--- src/rtl/core/sndag_pkg.sv ---
`default_nettype none
package sndag_pkg;

	localparam int DIM_W          = 13;
	localparam int STRIDE_W       = 32;
	localparam int CFG_DATA_W     = 32;
	localparam int OFFSET_W       = 46;
	localparam int FLAT_W         = 48;
	localparam int MAX_RANK_DEF   = 4;
	localparam int INDEX_BITS_DEF = 12;
	// Registers from the input edge to the result register, inclusive.
	localparam int PIPE_DEPTH     = 4;

	typedef struct packed {
		logic [FLAT_W-1:0] flat_index;
		logic              last_element;
		logic              empty_tensor;
	} elem_info_t;

endpackage
`default_nettype wire

--- src/rtl/core/sndag_if.sv ---
`default_nettype none
interface sndag_req_if;
	logic valid;
	logic ready;
	logic restart;

	modport source (output valid, output restart, input ready);
	modport sink (input valid, input restart, output ready);
endinterface

interface sndag_rsp_if;
	logic                           valid;
	logic                           ready;
	logic [sndag_pkg::OFFSET_W-1:0] byte_offset;
	logic [sndag_pkg::FLAT_W-1:0]   flat_index;
	logic                           last_element;
	logic                           empty_tensor;

	modport source (output valid, output byte_offset, output flat_index,
		output last_element, output empty_tensor, input ready);
	modport sink (input valid, input byte_offset, input flat_index,
		input last_element, input empty_tensor, output ready);
endinterface
`default_nettype wire

--- src/rtl/core/sndag_cfg_regs.sv ---
`default_nettype none
module sndag_cfg_regs #(
	parameter int MAX_RANK  = sndag_pkg::MAX_RANK_DEF,
	parameter int CFG_IDX_W = $clog2(2 * MAX_RANK)
) (
	input  wire logic                             clk,
	input  wire logic                             arst_n,
	input  wire logic                             cfg_we,
	input  wire logic [CFG_IDX_W-1:0]             cfg_index,
	input  wire logic [sndag_pkg::CFG_DATA_W-1:0] cfg_wdata,
	output logic      [sndag_pkg::DIM_W-1:0]      dim_extent [MAX_RANK],
	output logic      [sndag_pkg::STRIDE_W-1:0]   stride_bytes [MAX_RANK]
);

	logic [sndag_pkg::DIM_W-1:0]    dim_extent_q [MAX_RANK];
	logic [sndag_pkg::STRIDE_W-1:0] stride_q     [MAX_RANK];

	// Indexes at or beyond twice the rank match no register and are dropped.
	always_ff @(posedge clk or negedge arst_n) begin
		if (!arst_n) begin
			for (int d = 0; d < MAX_RANK; d++) begin
				dim_extent_q[d] <= sndag_pkg::DIM_W'(1);
				stride_q[d]     <= (d == MAX_RANK - 1) ? sndag_pkg::STRIDE_W'(1)
				                                       : sndag_pkg::STRIDE_W'(0);
			end
		end else if (cfg_we) begin
			for (int d = 0; d < MAX_RANK; d++) begin
				if (cfg_index == CFG_IDX_W'(d))
					dim_extent_q[d] <= cfg_wdata[sndag_pkg::DIM_W-1:0];
				if (cfg_index == CFG_IDX_W'(MAX_RANK + d))
					stride_q[d] <= cfg_wdata[sndag_pkg::STRIDE_W-1:0];
			end
		end
	end

	assign dim_extent   = dim_extent_q;
	assign stride_bytes = stride_q;

endmodule
`default_nettype wire

--- src/rtl/core/sndag_odometer.sv ---
`default_nettype none
module sndag_odometer #(
	parameter int MAX_RANK   = sndag_pkg::MAX_RANK_DEF,
	parameter int INDEX_BITS = sndag_pkg::INDEX_BITS_DEF
) (
	input  wire logic                        clk,
	input  wire logic                        arst_n,
	input  wire logic                        advance,
	input  wire logic                        restart,
	input  wire logic [sndag_pkg::DIM_W-1:0] dim_extent [MAX_RANK],
	output logic      [INDEX_BITS-1:0]       elem_idx [MAX_RANK],
	output sndag_pkg::elem_info_t            elem_info
);

	localparam int EXT_W = INDEX_BITS + 1;
	localparam int CMP_W = (sndag_pkg::DIM_W > EXT_W) ? sndag_pkg::DIM_W : EXT_W;
	localparam logic [CMP_W-1:0] EXT_CAP = CMP_W'(1) << INDEX_BITS;

	logic [INDEX_BITS-1:0]        idx_q    [MAX_RANK];
	logic [sndag_pkg::FLAT_W-1:0] flat_q;
	logic [INDEX_BITS-1:0]        cur_idx  [MAX_RANK];
	logic [INDEX_BITS-1:0]        nxt_idx  [MAX_RANK];
	logic [EXT_W-1:0]             extent   [MAX_RANK];
	logic [sndag_pkg::FLAT_W-1:0] cur_flat;
	logic [sndag_pkg::FLAT_W-1:0] nxt_flat;
	logic                         empty;
	logic                         last;

	// Extents above the counter range saturate at two to the index width.
	always_comb begin
		logic [CMP_W-1:0] raw;
		for (int d = 0; d < MAX_RANK; d++) begin
			raw       = CMP_W'(dim_extent[d]);
			extent[d] = (raw > EXT_CAP) ? EXT_W'(EXT_CAP) : EXT_W'(raw);
		end
	end

	always_comb begin
		empty = 1'b0;
		last  = 1'b1;
		for (int d = 0; d < MAX_RANK; d++) begin
			cur_idx[d] = restart ? '0 : idx_q[d];
			if (extent[d] == '0)
				empty = 1'b1;
			if (EXT_W'(cur_idx[d]) != extent[d] - EXT_W'(1))
				last = 1'b0;
		end
		cur_flat = restart ? '0 : flat_q;
	end

	// Ripple the increment from the innermost index outward.
	always_comb begin
		logic             carry;
		logic [EXT_W-1:0] nx;
		carry = 1'b1;
		for (int d = MAX_RANK - 1; d >= 0; d--) begin
			nx = EXT_W'(cur_idx[d]) + EXT_W'(1);
			if (!carry)
				nxt_idx[d] = cur_idx[d];
			else if (nx < extent[d]) begin
				nxt_idx[d] = nx[INDEX_BITS-1:0];
				carry      = 1'b0;
			end else
				nxt_idx[d] = '0;
		end
		nxt_flat = cur_flat + sndag_pkg::FLAT_W'(1);
	end

	always_ff @(posedge clk or negedge arst_n) begin
		if (!arst_n) begin
			for (int d = 0; d < MAX_RANK; d++)
				idx_q[d] <= '0;
			flat_q <= '0;
		end else if (advance) begin
			priority if (empty) begin
				idx_q  <= cur_idx;
				flat_q <= cur_flat;
			end else if (last) begin
				for (int d = 0; d < MAX_RANK; d++)
					idx_q[d] <= '0;
				flat_q <= '0;
			end else begin
				idx_q  <= nxt_idx;
				flat_q <= nxt_flat;
			end
		end
	end

	// An empty tensor reports zero indices so that the offset sums to zero.
	always_comb begin
		for (int d = 0; d < MAX_RANK; d++)
			elem_idx[d] = empty ? '0 : cur_idx[d];
		elem_info.flat_index   = empty ? '0 : cur_flat;
		elem_info.last_element = !empty && last;
		elem_info.empty_tensor = empty;
	end

endmodule
`default_nettype wire

--- src/rtl/core/sndag_offset_pipe.sv ---
`default_nettype none
module sndag_offset_pipe #(
	parameter int MAX_RANK   = sndag_pkg::MAX_RANK_DEF,
	parameter int INDEX_BITS = sndag_pkg::INDEX_BITS_DEF
) (
	input  wire logic                           clk,
	input  wire logic                           arst_n,
	input  wire logic                           in_valid,
	output logic                                in_ready,
	input  wire logic [INDEX_BITS-1:0]          elem_idx [MAX_RANK],
	input  wire sndag_pkg::elem_info_t          elem_info,
	input  wire logic [sndag_pkg::STRIDE_W-1:0] stride_bytes [MAX_RANK],
	output logic                                out_valid,
	input  wire logic                           out_ready,
	output logic      [sndag_pkg::OFFSET_W-1:0] out_offset,
	output sndag_pkg::elem_info_t               out_info
);

	localparam int PROD_W = INDEX_BITS + sndag_pkg::STRIDE_W;
	localparam int NPAIR  = (MAX_RANK + 1) / 2;

	logic                           v_s1, v_s2, v_s3, v_q;
	logic                           rdy_s2, rdy_s3, rdy_q;
	logic [INDEX_BITS-1:0]          idx_s1  [MAX_RANK];
	logic [sndag_pkg::OFFSET_W-1:0] prod_s2 [2*NPAIR];
	logic [sndag_pkg::OFFSET_W-1:0] prod_d  [2*NPAIR];
	logic [sndag_pkg::OFFSET_W-1:0] psum_s3 [NPAIR];
	logic [sndag_pkg::OFFSET_W-1:0] offset_d;
	logic [sndag_pkg::OFFSET_W-1:0] offset_q;
	sndag_pkg::elem_info_t          info_s1, info_s2, info_s3, info_q;

	// Each stage takes a new item when it is empty or its item moves on.
	assign rdy_q    = !v_q || out_ready;
	assign rdy_s3   = !v_s3 || rdy_q;
	assign rdy_s2   = !v_s2 || rdy_s3;
	assign in_ready = !v_s1 || rdy_s2;

	always_comb begin
		logic [PROD_W-1:0] p;
		for (int k = 0; k < 2 * NPAIR; k++)
			prod_d[k] = '0;
		for (int d = 0; d < MAX_RANK; d++) begin
			p         = PROD_W'(idx_s1[d]) * PROD_W'(stride_bytes[d]);
			prod_d[d] = sndag_pkg::OFFSET_W'(p);
		end
	end

	always_comb begin
		offset_d = '0;
		for (int k = 0; k < NPAIR; k++)
			offset_d = offset_d + psum_s3[k];
	end

	always_ff @(posedge clk or negedge arst_n) begin
		if (!arst_n) begin
			v_s1 <= 1'b0;
			v_s2 <= 1'b0;
			v_s3 <= 1'b0;
			v_q  <= 1'b0;
		end else begin
			if (in_ready)
				v_s1 <= in_valid;
			if (rdy_s2)
				v_s2 <= v_s1;
			if (rdy_s3)
				v_s3 <= v_s2;
			if (rdy_q)
				v_q <= v_s3;
		end
	end

	always_ff @(posedge clk) begin
		if (in_ready && in_valid) begin
			idx_s1  <= elem_idx;
			info_s1 <= elem_info;
		end
		if (rdy_s2 && v_s1) begin
			prod_s2 <= prod_d;
			info_s2 <= info_s1;
		end
		if (rdy_s3 && v_s2) begin
			for (int k = 0; k < NPAIR; k++)
				psum_s3[k] <= prod_s2[2*k] + prod_s2[2*k+1];
			info_s3 <= info_s2;
		end
		if (rdy_q && v_s3) begin
			offset_q <= offset_d;
			info_q   <= info_s3;
		end
	end

	assign out_valid  = v_q;
	assign out_offset = offset_q;
	assign out_info   = info_q;

endmodule
`default_nettype wire

--- src/rtl/core/strided_nd_address_generator_unit.sv ---
// Channel  Role    Payload
// req      sink    restart
// rsp      source  byte_offset, flat_index, last_element, empty_tensor
// cfg      write   cfg_we, cfg_index, cfg_wdata (no read-back)
//
// One item is accepted per cycle unless a stalled result backs up the pipeline.
// Four registers (input, products, pair sums, total offset) carry each item to its result.
// The walk state advances in the cycle an item is accepted; offsets follow in the pipeline.
// Reset (arst_n low) clears the walk, the pipeline valids and sets the register defaults.
// A stalled result holds in the output register while the stages behind it keep filling.
`default_nettype none
module strided_nd_address_generator_unit #(
	parameter int MAX_RANK   = sndag_pkg::MAX_RANK_DEF,
	parameter int INDEX_BITS = sndag_pkg::INDEX_BITS_DEF,
	parameter int CFG_IDX_W  = $clog2(2 * MAX_RANK)
) (
	input  wire logic                             clk,
	input  wire logic                             arst_n,
	input  wire logic                             cfg_we,
	input  wire logic [CFG_IDX_W-1:0]             cfg_index,
	input  wire logic [sndag_pkg::CFG_DATA_W-1:0] cfg_wdata,
	sndag_req_if.sink                             req,
	sndag_rsp_if.source                           rsp
);

	logic [sndag_pkg::DIM_W-1:0]    dim_extent   [MAX_RANK];
	logic [sndag_pkg::STRIDE_W-1:0] stride_bytes [MAX_RANK];
	logic [INDEX_BITS-1:0]          elem_idx     [MAX_RANK];
	sndag_pkg::elem_info_t          elem_info;
	sndag_pkg::elem_info_t          out_info;
	logic                           req_ready;
	logic                           req_fire;

	assign req_fire  = req.valid && req_ready;
	assign req.ready = req_ready;

	sndag_cfg_regs #(
		.MAX_RANK (MAX_RANK),
		.CFG_IDX_W(CFG_IDX_W)
	) u_cfg (
		.clk         (clk),
		.arst_n      (arst_n),
		.cfg_we      (cfg_we),
		.cfg_index   (cfg_index),
		.cfg_wdata   (cfg_wdata),
		.dim_extent  (dim_extent),
		.stride_bytes(stride_bytes)
	);

	sndag_odometer #(
		.MAX_RANK  (MAX_RANK),
		.INDEX_BITS(INDEX_BITS)
	) u_odo (
		.clk       (clk),
		.arst_n    (arst_n),
		.advance   (req_fire),
		.restart   (req.restart),
		.dim_extent(dim_extent),
		.elem_idx  (elem_idx),
		.elem_info (elem_info)
	);

	sndag_offset_pipe #(
		.MAX_RANK  (MAX_RANK),
		.INDEX_BITS(INDEX_BITS)
	) u_pipe (
		.clk         (clk),
		.arst_n      (arst_n),
		.in_valid    (req.valid),
		.in_ready    (req_ready),
		.elem_idx    (elem_idx),
		.elem_info   (elem_info),
		.stride_bytes(stride_bytes),
		.out_valid   (rsp.valid),
		.out_ready   (rsp.ready),
		.out_offset  (rsp.byte_offset),
		.out_info    (out_info)
	);

	assign rsp.flat_index   = out_info.flat_index;
	assign rsp.last_element = out_info.last_element;
	assign rsp.empty_tensor = out_info.empty_tensor;

endmodule
`default_nettype wire

--- src/flat_wrapper.sv ---
// flat-port wrapper written by rule: the top's interface ports become plain ports
module strided_nd_address_generator_unit_flat 
#(
	parameter int MAX_RANK   = sndag_pkg::MAX_RANK_DEF,
	parameter int INDEX_BITS = sndag_pkg::INDEX_BITS_DEF,
	parameter int CFG_IDX_W  = $clog2(2 * MAX_RANK)
)
  (clk, arst_n, cfg_we, cfg_index, cfg_wdata, req_valid, req_restart, req_ready, rsp_valid, rsp_byte_offset, rsp_flat_index, rsp_last_element, rsp_empty_tensor, rsp_ready);
  sndag_req_if req_i ();
  sndag_rsp_if rsp_i ();
  input  wire logic clk;
  input  wire logic arst_n;
  input  wire logic cfg_we;
  input  wire logic [CFG_IDX_W-1:0] cfg_index;
  input  wire logic [sndag_pkg::CFG_DATA_W-1:0] cfg_wdata;
  input wire logic [$bits(req_i.valid)-1:0] req_valid;
  input wire logic [$bits(req_i.restart)-1:0] req_restart;
  output wire logic [$bits(req_i.ready)-1:0] req_ready;
  output wire logic [$bits(rsp_i.valid)-1:0] rsp_valid;
  output wire logic [$bits(rsp_i.byte_offset)-1:0] rsp_byte_offset;
  output wire logic [$bits(rsp_i.flat_index)-1:0] rsp_flat_index;
  output wire logic [$bits(rsp_i.last_element)-1:0] rsp_last_element;
  output wire logic [$bits(rsp_i.empty_tensor)-1:0] rsp_empty_tensor;
  input wire logic [$bits(rsp_i.ready)-1:0] rsp_ready;
  assign req_i.valid = req_valid;
  assign req_i.restart = req_restart;
  assign req_ready = req_i.ready;
  assign rsp_valid = rsp_i.valid;
  assign rsp_byte_offset = rsp_i.byte_offset;
  assign rsp_flat_index = rsp_i.flat_index;
  assign rsp_last_element = rsp_i.last_element;
  assign rsp_empty_tensor = rsp_i.empty_tensor;
  assign rsp_i.ready = rsp_ready;
  strided_nd_address_generator_unit #(.MAX_RANK(MAX_RANK), .INDEX_BITS(INDEX_BITS), .CFG_IDX_W(CFG_IDX_W)) u_core (.clk(clk), .arst_n(arst_n), .cfg_we(cfg_we), .cfg_index(cfg_index), .cfg_wdata(cfg_wdata), .req(req_i), .rsp(rsp_i));
endmodule
--- config.mk ---
export PLATFORM = sky130hd
export DESIGN_NAME = strided_nd_address_generator_unit_flat
export DESIGN_NICKNAME = d
export VERILOG_FILES = /design/src/rtl/core/sndag_pkg.sv /design/src/rtl/core/sndag_if.sv /design/src/rtl/core/sndag_cfg_regs.sv /design/src/rtl/core/sndag_odometer.sv /design/src/rtl/core/sndag_offset_pipe.sv /design/src/rtl/core/strided_nd_address_generator_unit.sv /design/src/flat_wrapper.sv
export SDC_FILE = /design/constraint.sdc
export NUM_CORES = 2
export LEC_CHECK = 0
export ABC_CLOCK_PERIOD_IN_PS = 7670
export BUFFER_PORTS_ARGS = -buffer_cell sky130_fd_sc_hd__buf_2
export CORE_MARGIN = 3
export CORE_UTILIZATION = 60
export CTS_CLUSTER_DIAMETER = 60
export CTS_CLUSTER_SIZE = 14
export DETAILED_ROUTE_END_ITERATION = 7
export PLACE_DENSITY_LB_ADDON = 0.08
export REMOVE_ABC_BUFFERS = 1
export SLEW_MARGIN = 20
export SYNTH_ARGS = -nofsm -noshare
export SYNTH_HDL_FRONTEND = slang
export SYNTH_SLANG_ARGS = --single-unit
--- constraint.sdc ---
create_clock -name clk -period 7.67 [get_ports clk]
set_input_delay 0.3835 -clock clk [delete_from_list [all_inputs] [get_ports clk]]
set_output_delay 0.3835 -clock clk [all_outputs]
set_load 0.005 [all_outputs]
==> results.md <==
Yosys:
- The number of flops mapped to enable cells by yosys is 560.
- The unique cell type count in the Yosys netlist is 91.
- The most instantiated flip-flop cell in the synthesis netlist is sky130_fd_sc_hd__edfxtp_1.
- The number of warning messages in the yosys log is 0.
- By area the synthesized netlist is led by sky130_fd_sc_hd__fa_1 (28%), sky130_fd_sc_hd__edfxtp_1 (19%), sky130_fd_sc_hd__dfrtp_1 (7.9%).
- Of the synthesized area, sequential elements account for 0.2744.
- In the synthesized netlist the async set-or-reset flop fraction comes to 0.3333.
- Of all cell types, the one taking the most synthesized area is sky130_fd_sc_hd__fa_1.
- The share of Yosys cell area claimed by the top area cell type is 0.2773.
- The mapped netlist covers 86840 sq um.
- The synthesized design contains 840 register bits.
- The average size of a mapped cell is 9.869 sq um.
- Synthesis handed over a netlist of 8799 instances.

Worst setup path:
- STA classifies the critical path startpoint as a register.
- The critical register-to-register path startpoint is u_core.u_pipe.idx_s1[6]$_SDFFCE_PP0P_.
- The family with the most delay on the worst path is adder cells.
- Traced cell by cell, the critical path runs through buf_4, nand2_1, fa_1, inv_1, fa_1, fa_1, fa_1, inv_1, fa_1, inv_1, ha_1, a21o_1, a21o_1, a21oi_1, o211ai_1, a31oi_1, nor3_1, a31oi_1, a31oi_1, a221o_1, a21oi_1, xnor2_1.
- The combined buffer and inverter count along the critical path is 4.
- The largest incremental delay on the critical path is 0.77 ns.
- For this design, the slowest cell found on the critical path is sky130_fd_sc_hd__edfxtp_1.
- Data arrives at the worst endpoint at 7.71 ns.
- The cell that appears most often on the critical path is sky130_fd_sc_hd__fa_1.
- At the worst endpoint, the required time is 8.14 ns.
- Along the worst path, the maximum fanout reaches 18.
- The endpoint kind of the worst setup timing path is a register.
- The class of the most critical setup path is register to register.
- The endpoint identified for the worst register-to-register timing path is u_core.u_pipe.prod_s2[43]$_DFFE_PP_.
- The register-to-register setup slack is 0.43 ns.
- Measured in cells, the most critical reg-to-reg path has a length of 22.

CTS:
- Counting the buffers created by CTS gives 95.
- The clock transition at the registers of the reported paths is 0.07 ns.
- After clock tree synthesis, the setup repair step added 0 buffers.
- For this design, the sink count on the clock tree is 840.
- The total of cells resized after clock tree synthesis is 0.
- The H-tree was split into 3 levels.
- The root buffer cell is sky130_fd_sc_hd__clkbuf_16.
- TritonCTS built the clock tree.
- The clock passes through at most 3 buffers.
- The hold buffer count at CTS is 4.
- The later pin in the worst-skew pair is clocked with a latency of 0.77 ns.

Floorplan:
- The die covers 149300 sq um.
- 139 I/O pins were placed.
- The die boundary width is 386.4 um.
- In this run the core area contains 138 standard-cell rows.
- For this configuration, the core starts out at a cell density of 0.6089.
- The total area inside the core boundary comes to 142600 sq um.
- From bottom edge to top edge, the die measures 386.4 um.

Cells and area:
- Once layout is complete, the utilization of the core stands at 0.6501.
- Compared with the post-synthesis result, the final layout area differs by 6.775%.
- In the layout the commonest cells are sky130_fd_sc_hd__inv_1 (1431), sky130_fd_sc_hd__nand2_1 (1360), sky130_fd_sc_hd__fa_1 (1203), sky130_fd_sc_hd__edfxtp_1 (560), sky130_fd_sc_hd__ha_1 (522).
- The most common library cell in the layout ignoring fill and taps is sky130_fd_sc_hd__inv_1.
- The post-layout net count is 10520.
- Of the cells placed in the final design, the portion with a size suffix greater than 1 is 0.07301.
- After routing the design area is 92720 sq um.

Timing:
- Timing would allow up to 0.1382 GHz.
- Setup repair after global routing left no endpoint under its margin.
- The max-slew violation count is 0.
- In the final timing run, aggregate negative setup slack is 0 ns.
- The routed design could run at a clock period as short as 7.238 ns.
- The total setup violations reported at the end of the flow is 0.
- For the pin with the worst max-slew slack, the measured transition is 1.154 ns.
- The number of hold violations in the final report was 0.
- The clock arrives with 0.08503 ns of skew.
- The slack of the critical path is 0.4321 ns.
- The worst pin sits at a relative slew slack of 0.2306.
- The final clock period utilization by the worst path is 0.9437.

Detailed routing:
- The post-route antenna net violation count is 0.
- In this run, the number of DRC markers left after iteration 0 of detailed routing was 5467.
- The average vias per placed instance is 5.907.
- Summing over every cut layer, the via total after detailed routing is 63460.
- The routed design has 251600 um of wire.
- The number of search-and-repair iterations in the first detailed-routing pass is 6.
- The remaining design rule violation count is 0.
- Dividing the detail-routed wire length by the instance count gives 23.42 um.

Place:
- In this run the tool buffered the top-level ports with 138 buffer cells.
- The total placed instance area is 89310 sq um.
- The pre-CTS setup slack is 0.6099 ns.
- The congestion estimate from routability-driven global placement came to 1.002.
- The detailed-placement wirelength estimate is 195900 um.

Job:
- Max-cap violations in this run came to 0.

Worst hold path:
- The worst min-delay path endpoint is u_core.u_cfg.stride_bytes[45]$_DFFE_PN0P_.
- The worst hold path belongs to the class primary input to register.
- The worst hold path passes through 2 cells.
- The hold path startpoint is cfg_wdata[13].

GRT:
- For this run the aggregate overflow at the end of global routing stands at 0.
- The initial antenna violation count is 41.
- The pin count of the biggest net entering global routing is 130.
- The number of global-route vias before repair was 65510.
- The global routing usage summed across all routing layers is 0.3421.
- The wire length of the first global-routing pass is 390000 um.

Status:
- The run finished with clean final reports.
## area by class of cell
| class | instances | area [sq um] |
|---|---|---|
| sequential | 840 | 23830 |
| fill | 11630 | 49900 |
| tap | 1890 | 2365 |
| timing repair buffer | 261 | 1654 |
| inverter | 1434 | 5385 |
| multi-input combinational | 6122 | 56140 |
| antenna | 20 | 50.05 |
| clock inverter | 52 | 785.8 |
| clock buffer | 125 | 2510 |
## cells in the mapped netlist (69+ instances only)
cell	n
sky130_fd_sc_hd__a21o_1	173
sky130_fd_sc_hd__a21oi_1	275
sky130_fd_sc_hd__and2_1	523
sky130_fd_sc_hd__clkbuf_1	374
sky130_fd_sc_hd__dfrtp_1	275
sky130_fd_sc_hd__edfxtp_1	560
sky130_fd_sc_hd__fa_1	1203
sky130_fd_sc_hd__ha_1	522
sky130_fd_sc_hd__inv_1	1432
sky130_fd_sc_hd__mux2_2	174
sky130_fd_sc_hd__nand2_1	1360
sky130_fd_sc_hd__nand2b_1	79
sky130_fd_sc_hd__nand3_1	114
sky130_fd_sc_hd__nor2_1	266
sky130_fd_sc_hd__nor2b_1	89
sky130_fd_sc_hd__nor3_1	78
sky130_fd_sc_hd__o21a_1	69
sky130_fd_sc_hd__o21ai_0	261
sky130_fd_sc_hd__xnor2_1	247
sky130_fd_sc_hd__xor2_1	88
## how the worst max path moves through the flow
stage                                            from                              endpoint  cells after the start
3_3_place_gp   u_core.u_pipe.idx_s1[33]$_SDFFCE_PP0P_  u_core.u_pipe.prod_s2[135]$_DFFE_PP_                     22
3_5_place_dp   u_core.u_pipe.idx_s1[33]$_SDFFCE_PP0P_  u_core.u_pipe.prod_s2[135]$_DFFE_PP_                     22
5_1_grt        u_core.u_pipe.idx_s1[33]$_SDFFCE_PP0P_  u_core.u_pipe.prod_s2[135]$_DFFE_PP_                     22
2_1_floorplan  u_core.u_pipe.idx_s1[27]$_SDFFCE_PP0P_  u_core.u_pipe.prod_s2[135]$_DFFE_PP_                     21
6_report        u_core.u_pipe.idx_s1[6]$_SDFFCE_PP0P_   u_core.u_pipe.prod_s2[43]$_DFFE_PP_                     22
4_1_cts        u_core.u_pipe.idx_s1[33]$_SDFFCE_PP0P_  u_core.u_pipe.prod_s2[135]$_DFFE_PP_                     22
## through the flow
stage	hold WS, ns	std cells
2_1_floorplan	0.08791	8396
3_3_place_gp	0.3885	10540
3_5_place_dp	0.3884	10540
4_1_cts	0.1150	10720
5_1_grt	0.1239	10730
6_report	0.1578	10740
## cells by family (layout without fill, tap and decap cells)
group	after synthesis	in the layout	share of synthesized area
AND/OR/NAND/NOR	2732	2732	0.1494
buffers and inverters	1837	1872	0.07981
adder cells (fa/ha/maj)	1725	1725	0.3525
AO/OA/AOI/OAI	1146	1146	0.08602
flip-flops	840	840	0.2744
XOR/XNOR	337	337	0.03431
multiplexers	182	182	0.02349
other	0	20	0
## worst reg2reg max path: stages (launching register included)
cell and delay [ns]:
sky130_fd_sc_hd__edfxtp_1 0.77, sky130_fd_sc_hd__buf_4 0.42, sky130_fd_sc_hd__nand2_1 0.13, sky130_fd_sc_hd__fa_1 0.55, sky130_fd_sc_hd__inv_1 0.05, sky130_fd_sc_hd__fa_1 0.60
sky130_fd_sc_hd__fa_1 0.49, sky130_fd_sc_hd__fa_1 0.51, sky130_fd_sc_hd__inv_1 0.06, sky130_fd_sc_hd__fa_1 0.48, sky130_fd_sc_hd__inv_1 0.05, sky130_fd_sc_hd__ha_1 0.35
sky130_fd_sc_hd__a21o_1 0.18, sky130_fd_sc_hd__a21o_1 0.17, sky130_fd_sc_hd__a21oi_1 0.28, sky130_fd_sc_hd__o211ai_1 0.21, sky130_fd_sc_hd__a31oi_1 0.23, sky130_fd_sc_hd__nor3_1 0.14
sky130_fd_sc_hd__a31oi_1 0.44, sky130_fd_sc_hd__a31oi_1 0.21, sky130_fd_sc_hd__a221o_1 0.39, sky130_fd_sc_hd__a21oi_1 0.17, sky130_fd_sc_hd__xnor2_1 0.10
## flip-flops by register name (all words and copies together) (netlist names)
name	cells
u_core.u_pipe.prod_s2	176
u_core.u_cfg.stride_bytes	128
u_core.u_pipe.psum_s3	90
u_core.u_cfg.dim_extent	52
u_core.u_pipe.info_s1	50
u_core.u_pipe.info_s2	50
u_core.u_pipe.info_s3	50
u_core.u_pipe.out_info	50
u_core.u_odo.flat_q	48
u_core.u_odo.idx_q	48
u_core.u_pipe.idx_s1	48
u_core.u_pipe.out_offset	46
u_core.u_pipe.out_valid	1
u_core.u_pipe.v_s1	1
u_core.u_pipe.v_s2	1
u_core.u_pipe.v_s3	1
## routing by layer
| metal | wire [um] | vias up | track usage |
|---|---|---|---|
| met5 | 82 | - | 0 |
| met4 | 14840 | 12 | 0.1809 |
| met3 | 23980 | 546 | 0.07899 |
| met2 | 112200 | 2736 | 0.5268 |
| met1 | 100400 | 32020 | 0.4549 |
| li1 | - | 28150 | - |
Power is not shown: default switching activity piles up to over one toggle a cycle in this logic, so the estimate is an artifact.
